## src/rtl/core/nau_pkg.sv

```systemverilog
// Package for the activation unit: field widths, codes and the sigmoid table generator.
package nau_pkg;

  // Default configuration of the table and the fixed-point format.
  localparam int TABLE_DEPTH = 256;
  localparam int FRAC_BITS   = 12;

  // Widths of the payload fields and the configuration port.
  localparam int SampleW   = 16;
  localparam int KindW     = 3;
  localparam int SlopeW    = 12;
  localparam int CfgIdxW   = 1;
  localparam int CfgDataW  = 12;

  // Configuration register indexes.
  localparam logic [CfgIdxW-1:0] CFG_ACT_KIND    = 1'd0;
  localparam logic [CfgIdxW-1:0] CFG_LEAKY_SLOPE = 1'd1;

  // Reset values of the configuration registers.
  localparam logic [KindW-1:0]  KIND_RESET  = 3'd0;
  localparam logic [SlopeW-1:0] SLOPE_RESET = 12'd410;

  // Activation codes.
  localparam logic [KindW-1:0] KIND_SIGMOID = 3'd0;
  localparam logic [KindW-1:0] KIND_RELU    = 3'd1;
  localparam logic [KindW-1:0] KIND_LEAKY   = 3'd2;
  localparam logic [KindW-1:0] KIND_TANH    = 3'd3;
  localparam logic [KindW-1:0] KIND_NTANH   = 3'd4;
  localparam logic [KindW-1:0] KIND_LINEAR  = 3'd5;
  localparam logic [KindW-1:0] KIND_SCALED  = 3'd6;

  // Operation codes.
  localparam logic OP_VALUE = 1'b0;
  localparam logic OP_DERIV = 1'b1;

  localparam longint unsigned Q30_ONE = 64'd1 << 30;

  // Shift-and-subtract division, used only while building the table.
  function automatic longint unsigned udiv(input longint unsigned num,
                                           input longint unsigned den);
    longint unsigned rem;
    longint unsigned quo;
    rem = 64'd0;
    quo = 64'd0;
    for (int b = 63; b >= 0; b--) begin
      rem = (rem << 1) | ((num >> b) & 64'd1);
      if (rem >= den) begin
        rem = rem - den;
        quo = quo | (64'd1 << b);
      end
    end
    return quo;
  endfunction

  // exp(-f) in Q30 for f in [0, 1.0] by a 25-term series.
  function automatic longint exp_frac(input longint f);
    longint term;
    longint sum;
    term = longint'(Q30_ONE);
    sum  = longint'(Q30_ONE);
    for (int k = 1; k <= 24; k++) begin
      term = longint'(udiv(longint'(term * f) >>> 30, 64'(k)));
      if ((k % 2) == 1) begin
        sum = sum - term;
      end else begin
        sum = sum + term;
      end
    end
    return sum;
  endfunction

  // Table entry i: sigmoid(8*i/depth), rounded half up to frac fraction bits.
  function automatic longint unsigned sig_rom_entry(input longint unsigned i,
                                                    input longint unsigned depth,
                                                    input int frac);
    longint unsigned t;
    longint unsigned n;
    longint e;
    longint e1;
    longint unsigned s30;
    t  = udiv(i << 33, depth);
    n  = t >> 30;
    e  = exp_frac(longint'(t & (Q30_ONE - 64'd1)));
    e1 = exp_frac(longint'(Q30_ONE));
    for (longint unsigned j = 0; j < n; j++) begin
      e = (e * e1) >>> 30;
    end
    s30 = udiv(64'd1 << 60, Q30_ONE + longint'(e));
    return (s30 + (64'd1 << (29 - frac))) >> (30 - frac);
  endfunction

endpackage

```

## src/rtl/core/nau_in_if.sv

```systemverilog
// Input channel of the activation unit: operation bit and sample.
interface nau_in_if import nau_pkg::*; ();
  logic                      valid;
  logic                      ready;
  logic                      operation;
  logic signed [SampleW-1:0] sample;

  modport source (output valid, output operation, output sample, input ready);
  modport sink   (input valid, input operation, input sample, output ready);
endinterface

```

## src/rtl/core/nau_out_if.sv

```systemverilog
// Output channel of the activation unit: one saturated result.
interface nau_out_if import nau_pkg::*; ();
  logic                      valid;
  logic                      ready;
  logic signed [SampleW-1:0] result;

  modport source (output valid, output result, input ready);
  modport sink   (input valid, input result, output ready);
endinterface

```

## src/rtl/core/neural_activation_unit_top.sv

```systemverilog
// Top level of the activation unit: sigmoid table RAM and the result pipeline.
//
// Usage: each transfer on in_i carries a signed sample (FracBits fraction bits)
// and an operation bit (value or derivative). Each accepted item gives exactly
// one transfer on out_o with the saturated 16-bit result, in order.
// The activation and the leaky slope are set through the write port
// (cfg_we_i, cfg_index_i, cfg_data_i) while no item is in flight.
// Path: a result passes the stage 1 registers (beside the RAM read), the stage 2
// registers and the output register before it is valid on out_o.
// Throughput: one item per cycle once the table is loaded, unless out_o is held;
// the sigmoid table RAM is read and the one multiplier used once per item.
// Reset: the registers return to sigmoid and slope 0.10, and the table RAM is
// loaded from the constant table, one entry a cycle, until every entry is written;
// in_i.ready stays low until that load is done.
// Stall: when out_o is held by the receiver the whole pipeline stops, the RAM
// read data holds, and in_i.ready drops until the output register is freed.
module neural_activation_unit_top import nau_pkg::*; #(
  parameter int TableDepth = TABLE_DEPTH,
  parameter int FracBits   = FRAC_BITS
) (
  input  logic                clk_i,
  input  logic                rst_ni,
  input  logic                cfg_we_i,
  input  logic [CfgIdxW-1:0]  cfg_index_i,
  input  logic [CfgDataW-1:0] cfg_data_i,
  nau_in_if.sink              in_i,
  nau_out_if.source           out_o
);

  localparam int AW    = $clog2(TableDepth);
  localparam int RomW  = FracBits + 1;
  localparam int DW    = FracBits + 2;
  localparam int MW    = (DW > SampleW) ? DW : SampleW;
  localparam int PW    = 2 * MW;
  localparam int RW    = PW + 2;
  localparam int SlUp  = (FracBits >= 12) ? FracBits - 12 : 0;
  localparam int SlDn  = (FracBits >= 12) ? 0 : 12 - FracBits;
  localparam logic [31:0] Span = 32'd8 << FracBits;
  localparam logic signed [DW-1:0] OneS = DW'(1) << FracBits;
  localparam logic signed [RW-1:0] OneR = RW'(1) << FracBits;
  localparam logic signed [RW-1:0] SatHi = RW'(32767);
  localparam logic signed [RW-1:0] SatLo = RW'(-32768);

  // Configuration registers.
  logic [KindW-1:0]  kind_q;
  logic [SlopeW-1:0] slope_q;

  always_ff @(posedge clk_i or negedge rst_ni) begin
    if (!rst_ni) begin
      kind_q  <= KIND_RESET;
      slope_q <= SLOPE_RESET;
    end else if (cfg_we_i) begin
      unique case (cfg_index_i)
        CFG_ACT_KIND:    kind_q  <= cfg_data_i[KindW-1:0];
        CFG_LEAKY_SLOPE: slope_q <= cfg_data_i[SlopeW-1:0];
        default: ;
      endcase
    end
  end

  // Constant sigmoid table, built at elaboration.
  logic [RomW-1:0] rom_tbl [TableDepth];

  for (genvar g = 0; g < TableDepth; g++) begin : g_rom
    localparam logic [RomW-1:0] Entry =
        RomW'(sig_rom_entry(64'(g), 64'(TableDepth), FracBits));
    assign rom_tbl[g] = Entry;
  end

  // Load sweep of the table RAM after reset.
  logic [AW-1:0] fill_idx_q;
  logic          fill_done_q;

  always_ff @(posedge clk_i or negedge rst_ni) begin
    if (!rst_ni) begin
      fill_idx_q  <= '0;
      fill_done_q <= 1'b0;
    end else if (!fill_done_q) begin
      if (fill_idx_q == AW'(TableDepth - 1)) begin
        fill_done_q <= 1'b1;
      end else begin
        fill_idx_q <= fill_idx_q + AW'(1);
      end
    end
  end

  // Pipeline advance: everything moves unless the output is held.
  logic out_valid_q;
  logic adv;
  logic in_fire;

  assign adv      = !(out_valid_q && !out_o.ready);
  assign in_i.ready = fill_done_q && adv;
  assign in_fire  = in_i.valid && in_i.ready;

  // Stage 0: table address from the magnitude of x, or of 2x for the tanh forms.
  logic               dbl0;
  logic signed [16:0] xin0;
  logic               neg0;
  logic [16:0]        mag0;
  logic               sat0;
  logic [31:0]        idx_prod0;
  logic [AW-1:0]      idx0;

  always_comb begin
    dbl0      = (kind_q == KIND_TANH) || (kind_q == KIND_NTANH);
    xin0      = dbl0 ? {in_i.sample, 1'b0} : {in_i.sample[SampleW-1], in_i.sample};
    neg0      = xin0[16];
    mag0      = neg0 ? 17'(-xin0) : 17'(xin0);
    sat0      = {15'd0, mag0} >= Span;
    idx_prod0 = 32'(mag0) * 32'(TableDepth);
    idx0      = AW'(idx_prod0 >> (FracBits + 3));
  end

  logic [RomW-1:0] rom_rdata;

  nau_ram #(
    .Width (RomW),
    .Depth (TableDepth)
  ) u_sig_ram (
    .clk_i   (clk_i),
    .we_i    (!fill_done_q),
    .waddr_i (fill_idx_q),
    .wdata_i (rom_tbl[fill_idx_q]),
    .re_i    (adv),
    .raddr_i (idx0),
    .rdata_o (rom_rdata)
  );

  // Stage 1 registers, alongside the RAM read.
  logic                      v1_q;
  logic                      op1_q;
  logic signed [SampleW-1:0] x1_q;
  logic                      neg1_q;
  logic                      sat1_q;

  always_ff @(posedge clk_i or negedge rst_ni) begin
    if (!rst_ni) begin
      v1_q <= 1'b0;
    end else if (adv) begin
      v1_q <= in_fire;
    end
  end

  always_ff @(posedge clk_i) begin
    if (adv) begin
      op1_q  <= in_i.operation;
      x1_q   <= in_i.sample;
      neg1_q <= neg0;
      sat1_q <= sat0;
    end
  end

  // Stage 1 logic: sigmoid with symmetry, tanh, and the shared multiplier.
  logic signed [DW-1:0] ent1;
  logic signed [DW-1:0] sg1;
  logic signed [DW-1:0] s1;
  logic signed [DW-1:0] t1;
  logic signed [MW-1:0] ma1;
  logic signed [MW-1:0] mb1;
  logic signed [PW-1:0] p1;

  always_comb begin
    ent1 = signed'({1'b0, rom_rdata});
    sg1  = sat1_q ? OneS : ent1;
    s1   = neg1_q ? OneS - sg1 : sg1;
    t1   = DW'(s1 <<< 1) - OneS;
    unique case (kind_q)
      KIND_SIGMOID, KIND_SCALED: begin
        ma1 = MW'(s1);
        mb1 = MW'(OneS - s1);
      end
      KIND_TANH, KIND_NTANH: begin
        ma1 = MW'(t1);
        mb1 = MW'(t1);
      end
      KIND_LEAKY: begin
        ma1 = MW'(x1_q);
        mb1 = MW'(signed'({1'b0, slope_q}));
      end
      default: begin
        ma1 = '0;
        mb1 = '0;
      end
    endcase
    p1 = ma1 * mb1;
  end

  // Stage 2 registers.
  logic                      v2_q;
  logic                      op2_q;
  logic signed [SampleW-1:0] x2_q;
  logic signed [DW-1:0]      s2_q;
  logic signed [PW-1:0]      p2_q;

  always_ff @(posedge clk_i or negedge rst_ni) begin
    if (!rst_ni) begin
      v2_q <= 1'b0;
    end else if (adv) begin
      v2_q <= v1_q;
    end
  end

  always_ff @(posedge clk_i) begin
    if (adv) begin
      op2_q <= op1_q;
      x2_q  <= x1_q;
      s2_q  <= s1;
      p2_q  <= p1;
    end
  end

  // Stage 2 logic: select the result for the activation and saturate.
  logic signed [RW-1:0] xw2;
  logic signed [RW-1:0] sw2;
  logic signed [RW-1:0] pw2;
  logic signed [RW-1:0] pf2;
  logic signed [RW-1:0] slope_fix2;
  logic                 neg2;
  logic signed [RW-1:0] r2;
  logic signed [SampleW-1:0] res2;

  always_comb begin
    xw2        = RW'(x2_q);
    sw2        = RW'(s2_q);
    pw2        = RW'(p2_q);
    pf2        = pw2 >>> FracBits;
    slope_fix2 = (RW'(signed'({1'b0, slope_q})) <<< SlUp) >>> SlDn;
    neg2       = x2_q[SampleW-1];
    unique case (kind_q)
      KIND_SIGMOID: r2 = (op2_q == OP_DERIV) ? pf2 : sw2;
      KIND_RELU: begin
        if (op2_q == OP_DERIV) begin
          r2 = neg2 ? '0 : OneR;
        end else begin
          r2 = neg2 ? '0 : xw2;
        end
      end
      KIND_LEAKY: begin
        if (op2_q == OP_DERIV) begin
          r2 = neg2 ? slope_fix2 : OneR;
        end else begin
          r2 = neg2 ? (pw2 >>> 12) : xw2;
        end
      end
      KIND_TANH: r2 = (op2_q == OP_DERIV) ? OneR - pf2 : (sw2 <<< 1) - OneR;
      KIND_NTANH: r2 = (op2_q == OP_DERIV) ? (OneR - pf2) >>> 1 : sw2;
      KIND_LINEAR: r2 = (op2_q == OP_DERIV) ? OneR : xw2;
      KIND_SCALED: begin
        r2 = (op2_q == OP_DERIV) ? (pw2 >>> (FracBits - 1)) : (sw2 <<< 1) - OneR;
      end
      default: r2 = '0;
    endcase
    if (r2 > SatHi) begin
      res2 = SampleW'(SatHi);
    end else if (r2 < SatLo) begin
      res2 = SampleW'(SatLo);
    end else begin
      res2 = SampleW'(r2);
    end
  end

  // Output register.
  logic signed [SampleW-1:0] result_q;

  always_ff @(posedge clk_i or negedge rst_ni) begin
    if (!rst_ni) begin
      out_valid_q <= 1'b0;
    end else if (adv) begin
      out_valid_q <= v2_q;
    end
  end

  always_ff @(posedge clk_i) begin
    if (adv) begin
      result_q <= res2;
    end
  end

  assign out_o.valid  = out_valid_q;
  assign out_o.result = result_q;

endmodule

```

## src/rtl/core/nau_ram.sv

```systemverilog
// Generic single-write, single-read RAM with a registered read port.
module nau_ram #(
  parameter int Width = 8,
  parameter int Depth = 16
) (
  input  logic                     clk_i,
  input  logic                     we_i,
  input  logic [$clog2(Depth)-1:0] waddr_i,
  input  logic [Width-1:0]         wdata_i,
  input  logic                     re_i,
  input  logic [$clog2(Depth)-1:0] raddr_i,
  output logic [Width-1:0]         rdata_o
);

  logic [Width-1:0] mem_q [Depth];
  logic [Width-1:0] rdata_q;

  // Write port.
  always_ff @(posedge clk_i) begin
    if (we_i) begin
      mem_q[waddr_i] <= wdata_i;
    end
  end

  // Read port; the data holds while the read enable is low.
  always_ff @(posedge clk_i) begin
    if (re_i) begin
      rdata_q <= mem_q[raddr_i];
    end
  end

  assign rdata_o = rdata_q;

endmodule

```

## src/flat_wrapper.sv

```systemverilog
// flat-port wrapper written by rule: the top's interface ports become plain ports
module neural_activation_unit_top_flat import nau_pkg::*;
#(
  parameter int TableDepth = TABLE_DEPTH,
  parameter int FracBits   = FRAC_BITS
)
  (clk_i, rst_ni, cfg_we_i, cfg_index_i, cfg_data_i, in_i_valid, in_i_operation, in_i_sample, in_i_ready, out_o_valid, out_o_result, out_o_ready);
  nau_in_if in_i_i ();
  nau_out_if out_o_i ();
  input  logic clk_i;
  input  logic rst_ni;
  input  logic cfg_we_i;
  input  logic [CfgIdxW-1:0] cfg_index_i;
  input  logic [CfgDataW-1:0] cfg_data_i;
  input wire logic [$bits(in_i_i.valid)-1:0] in_i_valid;
  input wire logic [$bits(in_i_i.operation)-1:0] in_i_operation;
  input wire logic [$bits(in_i_i.sample)-1:0] in_i_sample;
  output wire logic [$bits(in_i_i.ready)-1:0] in_i_ready;
  output wire logic [$bits(out_o_i.valid)-1:0] out_o_valid;
  output wire logic [$bits(out_o_i.result)-1:0] out_o_result;
  input wire logic [$bits(out_o_i.ready)-1:0] out_o_ready;
  assign in_i_i.valid = in_i_valid;
  assign in_i_i.operation = in_i_operation;
  assign in_i_i.sample = in_i_sample;
  assign in_i_ready = in_i_i.ready;
  assign out_o_valid = out_o_i.valid;
  assign out_o_result = out_o_i.result;
  assign out_o_i.ready = out_o_ready;
  neural_activation_unit_top #(.TableDepth(TableDepth), .FracBits(FracBits)) u_core (.clk_i(clk_i), .rst_ni(rst_ni), .cfg_we_i(cfg_we_i), .cfg_index_i(cfg_index_i), .cfg_data_i(cfg_data_i), .in_i(in_i_i), .out_o(out_o_i));
endmodule
```

## config.mk

```make
export PLATFORM = sky130hd
export DESIGN_NAME = neural_activation_unit_top_flat
export DESIGN_NICKNAME = d
export VERILOG_FILES = /design/src/rtl/core/nau_pkg.sv /design/src/rtl/core/nau_in_if.sv /design/src/rtl/core/nau_out_if.sv /design/src/rtl/core/neural_activation_unit_top.sv /design/src/rtl/core/nau_ram.sv /design/src/flat_wrapper.sv
export SDC_FILE = /design/constraint.sdc
export NUM_CORES = 2
export LEC_CHECK = 0
export BUFFER_PORTS_ARGS = -buffer_cell sky130_fd_sc_hd__buf_2
export CAP_MARGIN = 40
export CORE_ASPECT_RATIO = 0.6
export CORE_MARGIN = 8
export CORE_UTILIZATION = 44
export DETAILED_ROUTE_END_ITERATION = 12
export PLACE_DENSITY = 0.64
export SYNTH_ARGS = -nofsm -noshare
export SYNTH_HDL_FRONTEND = slang
export SYNTH_HIERARCHICAL = 1
export SYNTH_SLANG_ARGS = --single-unit
```

## constraint.sdc

```tcl
create_clock -name clk_i -period 29.5 [get_ports clk_i]
set_input_delay 5.9 -clock clk_i [delete_from_list [all_inputs] [get_ports clk_i]]
set_output_delay 5.9 -clock clk_i [all_outputs]
set_load 0.005 [all_outputs]
```

# After elaboration in Yosys (flattened, before gate mapping)
# Memory sizes are Yosys's and may differ from the RTL's. A register that Yosys moved wholly into a read port is not among the register bits.
# Index checks and enable logic that the tools add are counted.
dict set report classes {
  n_addsub 7
  mul 1
  div_mod_pow 0
  order_cmp 4
  eq_ne 7
  shifts 0
  muxes 24
  bitwise 4
  n_reduce_logical 13
}
# op count
set ops {}
lappend ops {{$mux 34} 8}
lappend ops {{$pmux 34 s7} 1}
lappend ops {{$pmux 16 s3} 2}
lappend ops {{$mux 13} 5}
lappend ops {{$gt 34x16->1 const B} 1}
lappend ops {{$lt 34x16->1 const B} 1}
lappend ops {{$mul 16x16->32} 1}
lappend ops {{$mux 16} 2}
lappend ops {{$sub 14x20->21 const A} 1}
lappend ops {{$ge 17x16->1 const B} 1}
lappend ops {{$mux 17} 1}
lappend ops {{$neg 17->17} 1}
lappend ops {{$sub 15x14->16 const B} 1}
lappend ops {{$mux 15} 1}
lappend ops {{$sub 14x14->15 const A} 1}
lappend ops {{$mux 14} 1}
lappend ops {{$sub 14x14->14 const A} 1}
lappend ops {{$sub 14x14->14 const B} 1}
lappend ops {{$eq 3x3->1 const B} 3}
lappend ops {{$ge 9x9->1 const B} 1}
lappend ops {{$not 8->9} 1}
lappend ops {{$add 8x1->8 const B} 1}
lappend ops {{$eq 8x8->1 const B} 1}
lappend ops {{$eq 3x2->1 const B} 2}
lappend ops {{9 further kinds} 20}
dict set report totals {
  reg_bits 125
  latchBits 0
  ramBits 3328
  romBits 3328
  in_bits 35
  output_inout_bits 18
  memories 2
}
# name depth width read_ports rd_ports_with_merged_regs wr line_no
set memory_table {}
lappend memory_table {{(name not given)} 256 13 1 0 0 neural_activation_unit_top.sv:124} ;# .wdata_i (rom_tbl[fill_idx_q]),
lappend memory_table {u_core.u_sig_ram.mem_q 256 13 1 1 1 nau_ram.sv:15} ;# logic [Width-1:0] mem_q [Depth];

# Depth between registers and ports, before layout
dict set report logic_depth {
  ltp_word 6
  depth_mapped 36
  mapped_depth_nobuf 34
}

# Modules after synthesis
# The synthesis kept the hierarchy.
# mod instances cells_each area_per_inst_um2
set modules_own_cells {}
lappend modules_own_cells {nau_ram 1 5729 128514.5}
lappend modules_own_cells {neural_activation_unit_top 1 2265 19339.8}

# Worst setup path before layout
# Ideal clock, no wire load.
dict set report synth_path {
  kind {register -> register}
  startpoint {register u_core.fill_idx_q[4]}
  endpoint {memory u_core/u_sig_ram/mem_q[0][9] (netlist name) (data pin)}
  setup_time_ns 3.365
  arrival_ns 17.433
  required_ns 26.135
  setup_slack_ns 8.702
  stages_incl_launch_ff 6
  path_buffers 2
  period_less_slack_ns 20.798
  path_cell_list {dfrtp_1 clkbuf_1 inv_1 clkbuf_1 nand2_1 o311ai_0}
}
dict set report synth_between {
  elab_chain_cells 4
}
# item line_no
set synth_lines {}
lappend synth_lines {{start: declaration} neural_activation_unit_top.sv:71} ;# logic [AW-1:0] fill_idx_q;
lappend synth_lines {{start signal: assignment} neural_activation_unit_top.sv:82} ;# fill_idx_q <= fill_idx_q + AW'(1);
lappend synth_lines {{$not 8->9 (implied by the code)} neural_activation_unit_top.sv:124}
lappend synth_lines {{$mem_v2 256x13} --}
lappend synth_lines {{$mux 13 (implied by the code) (2 in a row)} neural_activation_unit_top.sv:124}
lappend synth_lines {{end: declaration} nau_ram.sv:15}
# No other way between the ends. The select of a mux whose other input is x is not followed.

# Worst setup path in the final report
dict set report layout_path {
  startpoint {input in_i_sample[6]}
  endpoint {register u_core.u_sig_ram.rdata_q[12], in the netlist u_core/u_sig_ram/rdata_o[12] (read register of u_core.u_sig_ram.mem_q) (data pin)}
}
dict set report layout_between {
  elab_chain_cells 3
}
# item line_no
set layout_lines {}
lappend layout_lines {{start: declaration} flat_wrapper.sv:17} ;# input wire logic [$bits(in_i_i.sample)-1:0] in_i_sample;
lappend layout_lines {{$mux 16 *} neural_activation_unit_top.sv:107} ;# xin0 = dbl0 ? {in_i.sample, 1'b0} : {in_i.sample[SampleW-1], in_i.sample};
lappend layout_lines {{$neg 17->17} neural_activation_unit_top.sv:109} ;# mag0 = neg0 ? 17'(-xin0) : 17'(xin0);
lappend layout_lines {{$mux 17 *} neural_activation_unit_top.sv:109}
lappend layout_lines {{named net u_core.idx0[0]} neural_activation_unit_top.sv:103} ;# logic [AW-1:0] idx0;
lappend layout_lines {{end: declaration} nau_ram.sv:16} ;# logic [Width-1:0] rdata_q;
# Mark *: on every way through the listed nets, which the timed path passes. The rest lies on a longest branch.
# A chain may end at the register's enable or synchronous reset.

==> summary.md <==
| Metric | Value |
|---|---|
| Pwr per Cell Area | 94.8 nW/um2 |
| Die area | 355000 um2 |
| Largest family of logic cells by synthesized area | multiplexers |
| Relative slew slack | 18.2% |
| Simple-gate share of the synthesized area | under 10% |
| Nets | around 9300 |
| Minimum clock period | 12.98 ns |
| # port buffers | 52 |
| Achievable Freq | slightly below 0.08 GHz |
| Footprint of the multi-input gates | 43000 um2 |
| Required time worst endpoint | 30.11 ns |
| Clock transition at path regs | 0.07 ns |
| Drt wl/cell | roughly 31 um |
| Vias in the first global route | ~80000 |
| Initial antenna violation count | 18 |
| Num rows | 165 |
| Synth Area in Compound Gates | 4.76% |
| GR met2 Demand/Resource | 30.3% |
| Cell area after synthesis | 148000 um2 |
| Largest net degree at the start of global routing | 193 |
| GR Layer Usage met1 | 36.7% |
| Maxcap violations | 0 |
| Synth Area in XOR/XNOR | 0.409% |
| Final setup viols | 0 |
| Grt ovf | 0 |
| Drt drc | 0 |
| Clock tree root buffer cell | clkbuf_16 |
| Chip Height | 465 um |
| Final Max Slew Viols | 0 |
| Final Hold Vio Count | 0 |
| Postcts setup bufs | 0 |
| Fin Setup TNS | 0 ns |
| Cts hold-fix bufs | 0 |
| P_leak | 0.0562 uW |
| Synth Instances | 7994 |
| Post-route clock period utilization | 44.0% |
| Worst setup margin | between 15 and 20 ns |
| Fraction of registers with async set or reset after synthesis | 0.782% |
| First-pass GRT wire length | ~600000 um |
| Ys Warns | 6 |
| DP HPWL | 281000 um |
| Syn Area/Cell | 18.5 um2 |
| Sequential area share after synthesis | 70.1% |
| Outcome | finished clean |
| Startpoint types | input port |
| Top_reg_cell synth | edfxtp_1 |
| DR vias/cell | 6.04 |
| Crit path top cell by count | buf_4 |
| Clk_lat worst skew | ~0.9 ns |
| CP max-delay cell | buf_4 |
| Met3 usage | around 8.9% |
| Detailed Routing Iterations Pass 1 | 9 |
| FF/Latch Area | a little over 100000 um2 |
| Sink Count | 3454 |
| Worst-Margin Slew | around 1.2 ns |
| Share of post-route cells with drive strength above 1 | a little over a fifth |
| Mux contribution to synthesized area | ~14% |
| Initial Util | 44.0% |
| FILL cells | 27100 |
| CORE AREA | 336000 um2 |
| Number of synthesized register bits | 3454 |
| Most frequent cells in the layout | edfxtp_1 (3427), mux4_2 (798), conb_1 (512) |
| CTS tree | done |
| Initial DRC count | 12200 |
| Crit-path cells | buf_2 -> or4_4 -> a2111oi_4 -> nand3_1 -> nand2_1 -> xor2_4 -> buf_4 -> buf_12 -> buf_4 -> buf_4 -> buf_4 -> mux4_2 -> mux4_2 -> and2_1 -> a2111oi_2 -> buf_4 -> nor4_1 |
| Highest cell delay on the worst timing path | 0.79 ns |
| Area delta synth->final | 14.0% |
| Post-route ant nets | 0 |
| Worst Path Max Fanout | 88 |
| Type of the tightest min-delay check | flop to flop |
| I/O pins | between 50 and 60 |
| Worst setup EP type | flop |
| Routed WL | around 420000 um |
| Most Crowded Layer GR | met1 |
| Crit path DAT | 13.59 ns |
| Total number of vias | 82700 |
| Pre-CTS setup slack | around 15 ns |
| Worst Setup Path Type | input port to flop |
| Die width | 764 um |
| CTS Buffer Depth | 4 |
| Synth cell types | 108 |
| CTS H-tree depth | 5 |
| Routability cong. | about 0.94 |
| RSZ-0062 raised after global routing | false |
| GRT Total Usage | 23.3% |
| Post-CTS Resized | 0 |
| Worst vdd ir | between 0.3 and 0.4 mV |
| Commonest non-fill, non-tap cell in the layout | edfxtp_1 |
| Setup Skew | 0.0691 ns |
| Synth Area in Adders | 4.38% |
| Num CTS Buffers | 314 |
| EDFF count, synth | 3427 |
cells by family after synthesis:
family | count (synthesis)
buffers and inverters | 791
flip-flops | 3454
XOR/XNOR | 69
other | 2
multiplexers | 1069
AND/OR/NAND/NOR | 1243
AO/OA/AOI/OAI | 1006
adder cells (fa/ha/maj) | 360
stage by stage:
step                      utilization, %  std cells  hold WS [ns]  power [uW]  instance area, um2
after floorplan                        -       8504         0.400       10100              150000
after global placement              46.6      13000         0.414       11800              157000
after detailed placement            47.3      13100         0.424       11900              159000
after CTS                           50.2      13700         0.427       16000              168000
after global routing                50.2      13700         0.431       16800              169000
final                               50.2      13700         0.430       16000              169000
report_power, final:
part | leakage, uW | switching [uW] | internal [uW]
Clock | 0.00476 | 1830 | 2200
Sequential | 0.0317 | 97.0 | 5610
Combinational | 0.0198 | 3760 | 2480
Total | 0.0562 | 5690 | 10300
sequential cells by signal, indices dropped and copies added, names as in the netlist, 3 cells and up:
register / flops
u_core/x2_q: 16
u_core/kind_q: 3
u_core/x1_q: 16
u_core/out_o.result: 16
u_core/fill_idx_q: 8
u_core/u_sig_ram/rdata_o: 13
u_core/slope_q: 12
u_core/u_sig_ram/mem_q: 3328
u_core/s2_q: 14
u_core/p2_q: 21
synthesized netlist by cell type (16+ instances only):
cell type / n / area share, %
and3_1: 18 / 0.076
dfrtp_1: 22 / 0.37
nand2b_1: 33 / 0.14
o221ai_1: 76 / 0.45
buf_6: 49 / 0.37
a211oi_1: 75 / 0.38
ha_1: 97 / 0.82
nand4_1: 22 / 0.093
xor2_1: 25 / 0.15
o21ai_0: 141 / 0.48
buf_2: 79 / 0.27
buf_4: 46 / 0.23
nor4_1: 16 / 0.068
and2_1: 27 / 0.11
mux2_2: 16 / 0.12
a31oi_1: 22 / 0.093
a22o_1: 49 / 0.29
o22ai_1: 65 / 0.28
nand3_1: 59 / 0.20
edfxtp_1: 3427 / 70
buf_1: 44 / 0.11
nor2_1: 514 / 1.3
fa_1: 262 / 3.5
xnor2_1: 44 / 0.26
a22oi_1: 74 / 0.38
nand2_1: 342 / 0.87
mux4_2: 798 / 12
a21oi_1: 218 / 0.74
o211ai_1: 20 / 0.10
mux2i_1: 254 / 1.7
a311oi_1: 22 / 0.13
inv_1: 309 / 0.78
nor3_1: 70 / 0.24
a221oi_1: 72 / 0.43
nor2b_1: 66 / 0.28
clkbuf_1: 242 / 0.61
a21o_1: 22 / 0.11
path summary, 6_finish.rpt:
path                                     start                           end  slack, ns  cells past startpoint
worst max-delay path            in_i_sample[6]  u_core/u_sig_ram/rdata_o[12]      16.52                     17
worst min-delay path              u_core/op1_q                  u_core/op2_q       0.43                      0
worst max register to register   u_core/sat1_q               u_core/p2_q[31]      18.85                     31
worst min register to register    u_core/op1_q                  u_core/op2_q       0.43                      0
max in group asynchronous               rst_ni             u_core/slope_q[7]      23.85                      2
min in group asynchronous               rst_ni             u_core/slope_q[2]       5.03                      1
layout make-up:
| type | instances | area share (%) |
|---|---|---|
| well taps | 4509 | 3.35 |
| clock buffers | 376 | 4.86 |
| clock inverters | 173 | 0.950 |
| multi-input cells | 4259 | 25.5 |
| flip-flops and latches | 3454 | 61.5 |
| diodes | 8 | 0.0119 |
| inverters | 318 | 0.710 |
| repair buffers | 576 | 3.16 |
per-layer routing:
metal	wire, um	vias up
met5	27	-
met4	9700	4
met3	64300	577
met2	167000	5239
met1	182000	43400
li1	-	33400
worst max-delay path: cells and delay by family:
kind	cells	cell delay, ns
AO/OA/AOI/OAI	2	1.16
AND/OR/NAND/NOR	5	1.27
buffers and inverters	7	3.67
multiplexers	2	1.21
XOR/XNOR	1	0.15
No activity file was read; power rests on OpenSTA's default activity.
